**src/hw/rtl/vdw_pkg.sv**
```systemverilog
// ----------------------------------------------------------------------------
// vdw_pkg
// shared types and constants for the vertex dedup window
// ----------------------------------------------------------------------------
package vdw_pkg;

  localparam int COORD_W     = 24;
  localparam int IDX_W       = 24;
  localparam int DIST_W      = 50;
  localparam int SQ_W        = 2 * COORD_W;
  localparam int SEARCH_BACK_DEF = 128;

  localparam logic [IDX_W-1:0] COUNT_MAX = {IDX_W{1'b1}};

  localparam logic [1:0] MODE_VERTEX     = 2'd0;
  localparam logic [1:0] MODE_VERTEX_TEX = 2'd1;
  localparam logic [1:0] MODE_NORMAL     = 2'd2;

  typedef struct packed {
    logic [1:0]                mode;
    logic signed [COORD_W-1:0] coord_x;
    logic signed [COORD_W-1:0] coord_y;
    logic signed [COORD_W-1:0] coord_z;
    logic signed [COORD_W-1:0] tex_u;
    logic signed [COORD_W-1:0] tex_v;
  } in_item_t;

  typedef struct packed {
    logic [IDX_W-1:0] main_index;
    logic [IDX_W-1:0] tex_index;
    logic             new_main;
    logic             new_tex;
    logic             overflow;
  } out_item_t;

  typedef struct packed {
    logic signed [COORD_W-1:0] x;
    logic signed [COORD_W-1:0] y;
    logic signed [COORD_W-1:0] z;
  } vec_t;

  // push: new entry enters at the head; rot: ring turns one place towards the head
  typedef struct packed {
    logic push;
    logic rot;
  } chain_ctl_t;

endpackage

```
**src/hw/rtl/vdw_dist.sv**
```systemverilog
// ----------------------------------------------------------------------------
// vdw_dist
// squared distance against threshold; squares registered, then sum and compare
// ----------------------------------------------------------------------------
module vdw_dist import vdw_pkg::*; (
  input  logic              clk,
  input  logic              rst_n,
  input  logic              in_v,
  input  vec_t              a,
  input  vec_t              b,
  input  logic [DIST_W-1:0] thr,
  output logic              hit
);

  logic [SQ_W-1:0] sx_r, sy_r, sz_r;
  logic            v_r;
  logic [COORD_W-1:0] ax, ay, az;
  logic [DIST_W-1:0]  sum;

  function automatic logic [COORD_W-1:0] absdiff(logic signed [COORD_W-1:0] p,
                                                 logic signed [COORD_W-1:0] q);
    logic signed [COORD_W:0] d;
    logic [COORD_W:0]        m;
    d = {p[COORD_W-1], p} - {q[COORD_W-1], q};
    m = d[COORD_W] ? (~d + 1'b1) : d;
    return m[COORD_W-1:0];
  endfunction

  assign ax = absdiff(a.x, b.x);
  assign ay = absdiff(a.y, b.y);
  assign az = absdiff(a.z, b.z);

  always_ff @(posedge clk) begin
    sx_r <= ax * ax;
    sy_r <= ay * ay;
    sz_r <= az * az;
    if (!rst_n) begin
      v_r <= 1'b0;
    end else begin
      v_r <= in_v;
    end
  end

  assign sum = DIST_W'(sx_r) + DIST_W'(sy_r) + DIST_W'(sz_r);
  assign hit = v_r && (sum < thr);

endmodule

```
**config.mk**
```make
export PLATFORM = sky130hd
export DESIGN_NAME = vdw_dist
export DESIGN_NICKNAME = d
export VERILOG_FILES = /design/src/hw/rtl/vdw_pkg.sv /design/src/hw/rtl/vdw_dist.sv
export SDC_FILE = /design/constraint.sdc
export NUM_CORES = 2
export LEC_CHECK = 0
export BUFFER_PORTS_ARGS = -buffer_cell sky130_fd_sc_hd__buf_2
export CORE_MARGIN = 10
export CORE_UTILIZATION = 44
export DETAILED_ROUTE_END_ITERATION = 10
export PLACE_DENSITY_LB_ADDON = 0.08
export SLEW_MARGIN = 20
export SYNTH_ARGS = -nofsm -noshare
export SYNTH_HDL_FRONTEND = slang
export SYNTH_SLANG_ARGS = --single-unit
```
**constraint.sdc**
```tcl
create_clock -name clk -period 38.1 [get_ports clk]
set_clock_uncertainty 0.1 [all_clocks]
set_input_delay 7.62 -clock clk [delete_from_list [all_inputs] [get_ports clk]]
set_output_delay 7.62 -clock clk [all_outputs]
set_load 0.03 [all_outputs]
```
# Yosys cells after proc, flatten, opt, wreduce, memory -nomap -nowiden
# Index checks and enable logic that the tools add are counted.
dict set report op_classes {
  add_sub_neg 8
  mul 3
  order_cmp 1
  mux 3
  bitwise 3
  reduce_logical 1
}
# operator n
set ops {}
lappend ops {{24-bit by 24-bit multiplier with 48-bit output} 3}
lappend ops {{24-bit by 24-bit subtractor with 25-bit output} 3}
lappend ops {{24-bit by 1-bit adder with 24-bit output (second input constant)} 3}
lappend ops {{24-bit 2-to-1 mux} 3}
lappend ops {{24-bit NOT} 3}
lappend ops {{49-bit by 48-bit adder with 50-bit output} 1}
lappend ops {{50-bit < comparator} 1}
lappend ops {{48-bit by 48-bit adder with 49-bit output} 1}
lappend ops {{1-bit logical AND} 1}
dict set report word_totals {
  reg_bits 145
  in_bits 197
}

# Depth between registers and ports, before layout
dict set report logic_depth {
  depth_word 5
  ltp_mapped 44
}

# Least setup slack after synthesis
# No wires, ideal clock.
dict set report synth_path {
  path_type {input-to-reg}
  from {input port a[48] in the netlist's numbering}
  to {register sx_r[47]}
  setup_ns 0.118
  t_arrival_ns 18.059
  slack_ns 19.823
  stages 39
  cell_sequence {inv_1 ha_1 inv_1 fa_1 a211oi_1 o21ai_0 a41oi_1 mux2i_1 nand2_1 or4_1 or4b_1 and2_1 xor2_1 clkbuf_1 nor2_1 fa_1 fa_1 fa_1 [... 3 more ...] fa_1 inv_1 fa_1 inv_1 fa_1 ha_1 clkbuf_1 a211oi_1 o211ai_1 a221o_1 o21ai_0 a21boi_0 o211ai_1 nand3_1 a221o_1 or4b_2 nand3_1 xnor2_1}
}
dict set report synth_via {
  elab_chain_len 5
}
# element line
set synth_rtl {}
lappend synth_rtl {{start, declared} vdw_dist.sv:9} ;# input vec_t a,
lappend synth_rtl {{24-bit by 24-bit subtractor with 25-bit output (*)} vdw_dist.sv:24} ;# d = {p[COORD_W-1], p} - {q[COORD_W-1], q};
lappend synth_rtl {{24-bit NOT} vdw_dist.sv:25} ;# m = d[COORD_W] ? (~d + 1'b1) : d;
lappend synth_rtl {{24-bit by 1-bit adder with 24-bit output} vdw_dist.sv:25}
lappend synth_rtl {{24-bit 2-to-1 mux (*)} vdw_dist.sv:25}
lappend synth_rtl {{24-bit by 24-bit multiplier with 48-bit output (*)} vdw_dist.sv:34} ;# sx_r <= ax * ax;
lappend synth_rtl {{end signal, assigned} vdw_dist.sv:34}
lappend synth_rtl {{end, declared} vdw_dist.sv:15} ;# logic [SQ_W-1:0] sx_r, sy_r, sz_r;
# Every way passes the cells marked *; elsewhere a longest branch is shown, timed or not.
# A chain may end at the register's enable or synchronous reset.

# Worst setup path after layout
# Ends and elaborated chain as after synthesis.

==> reports/results.ini <==
[critical_path]
cpPeakStageDelay_ns = 0.65
crit_top_cell = fa_1
worstPathMaxFanout = 15
cp.required_ns = 38.42
crit_arrival_ns = 19.65
cp_num_buf_inv = 10
start_kind = primary input
critPathTopFamily = adder cells
critPathSlowestCell = or4b_2
end_kind = register
path_class = primary input to register

[status]
status = completed

[placement]
placed_area_mm2 = 0.0634
hpwl_um = 142000
port_buffers = 197
gp_congestion = 0.894
dp_cells = 8667

[yosys]
yosysWarnings = 0
yosysUniqueCellTypes = 86
synthCells = 6772
synthArstFlopShare = 0
ys_seq_elements = 142
syn_area_mm2 = 0.0600
synth_area_per_cell_um2 = 8.86
seq_area_frac_synth = 0.0474
synth_flop_cell = dfxtp_1
synth-edff-count = 0

[floorplanning]
die_w_um = 389
die_area_mm2 = 0.152
io_pins = 198
start_util = 0.443
rows = 135
die_y_um = 389
fp.coreArea_mm2 = 0.135

[sta]
min_period_ns = 19.33
max_clock_freq_mhz = 51.7
drv_slew = 0
worst_pin_slew_ns = 1.08
setup_viol = 0
post-route-period-util = 0.507
tns_ns = 0
finalHoldViolations = 0
rsz0062_at_grt = false
slew_headroom = 0.274

[finish]
fill_cells = 13500
multiInputGateArea_mm2 = 0.0500
drive_above_1_share = 0.0559
fin_nets = 9097
syn2layout_area_growth_pct = 6.74
final_area_mm2 = 0.0640
seqCellArea_mm2 = 0.00284
instances_no_fill = 8701

[run]
cap_violations = 0

[routing]
drtIter0Drc = 2469
ant_nets = 0
drc_errors = 0
via_count = 44700
wirelength_um = 168000
first_pass_iters = 7
viasPerCell = 5.13
wire_per_inst_um = 19.3

[clock_network]
postCtsSetupBuffers = 0
cts_root_buf = clkbuf_16
clk_pin_slew_ns = 0.08
hold_buffers = 0
clock_sinks = 142
cts_buffers = 17
htreeDepth = 4
cts_tree = yes
max-clock-path-buffers = 2
cts_resized = 0

[global_route]
grt_overflow = 0
grt_max_degree = 25
grt_antenna_before_repair = 4
grt_usage = 0.226
grt_pass1_wl_um = 270000
grt_pass1_vias = 48500

[worst_hold_path]
hold_class = primary input to register

cell families after synthesis:
kind of cell | count (synthesis) | synth area share
compound gates | 822 | 0.0887
xor+xnor | 309 | 0.0455
fa+ha+maj | 1995 | 0.581
buf+inv | 1945 | 0.122
flops | 142 | 0.0474
mux | 10 | 0.00175
other cells | 2 | 0.000125
simple gates | 1547 | 0.114
per-stage QoR:
stage	setup slack [ns]	util	hold slack (ns)
2_1_floorplan	19.82	-	7.64
4_1_cts	18.90	0.473	7.22
5_1_grt	17.96	0.473	7.25
3_5_place_dp	18.41	0.468	7.73
3_3_place_gp	18.67	0.468	7.72
6_report	18.77	0.473	7.25
worst paths after layout:
check | from | end | cells after the start
max | a[48] | sx_r[47]$_DFF_P_ | 42
min | in_v | v_r$_SDFF_PN0_ | 2
per-layer routing:
| layer | track usage | vias up | wire length (µm) |
|---|---|---|---|
| met5 | 0 | - | 0 |
| met4 | 0.0516 | 0 | 3750 |
| met3 | 0.0237 | 163 | 8300 |
| met2 | 0.378 | 1060 | 79300 |
| met1 | 0.315 | 22600 | 76200 |
| li1 | - | 20900 | - |
cell usage in the layout (no fill, tap or decap), types with 64 or more instances in the layout:
master    synthesis  layout
nand2b_1         78      78
ha_1            678     678
o21ai_0         145     145
nor2_1          648     648
xor2_1          106     100
inv_1          1763    1763
xnor2_1         201     189
buf_2             5     197
nand3_1          64      64
dfxtp_1         142     142
nand2_1         486     486
a21oi_1         253     253
a21o_1          136     136
buf_4             0      87
fa_1           1317    1317
state kept, by name (all words and copies together), names as in the netlist:
name / flops
sz_r: 47
sy_r: 47
v_r: 1
sx_r: 47
cell type report:
cell class / instances / area share
Timing Repair Buffer: 284 / 0.0256
Multi-Input combinational cell: 4686 / 0.781
Inverter: 1774 / 0.104
Clock buffer: 18 / 0.00686
Clock inverter: 14 / 0.00291
Antenna cell: 2 / 0.0000782
Tap cell: 1781 / 0.0348
Sequential cell: 142 / 0.0444
synth_stat cells (64+ instances only):
| cell type | n | area [µm²] |
|---|---|---|
| a21o_1 | 136 | 1020 |
| a21oi_1 | 253 | 1270 |
| clkbuf_1 | 159 | 597 |
| dfxtp_1 | 142 | 2840 |
| fa_1 | 1317 | 26400 |
| ha_1 | 678 | 8480 |
| inv_1 | 1763 | 6620 |
| nand2_1 | 486 | 1820 |
| nand2b_1 | 78 | 488 |
| nand3_1 | 64 | 320 |
| nor2_1 | 648 | 2430 |
| o21ai_0 | 145 | 726 |
| xnor2_1 | 201 | 1760 |
| xor2_1 | 106 | 928 |
Power is not shown: default switching activity piles up to over one toggle a cycle in this logic, so the estimate is an artifact.
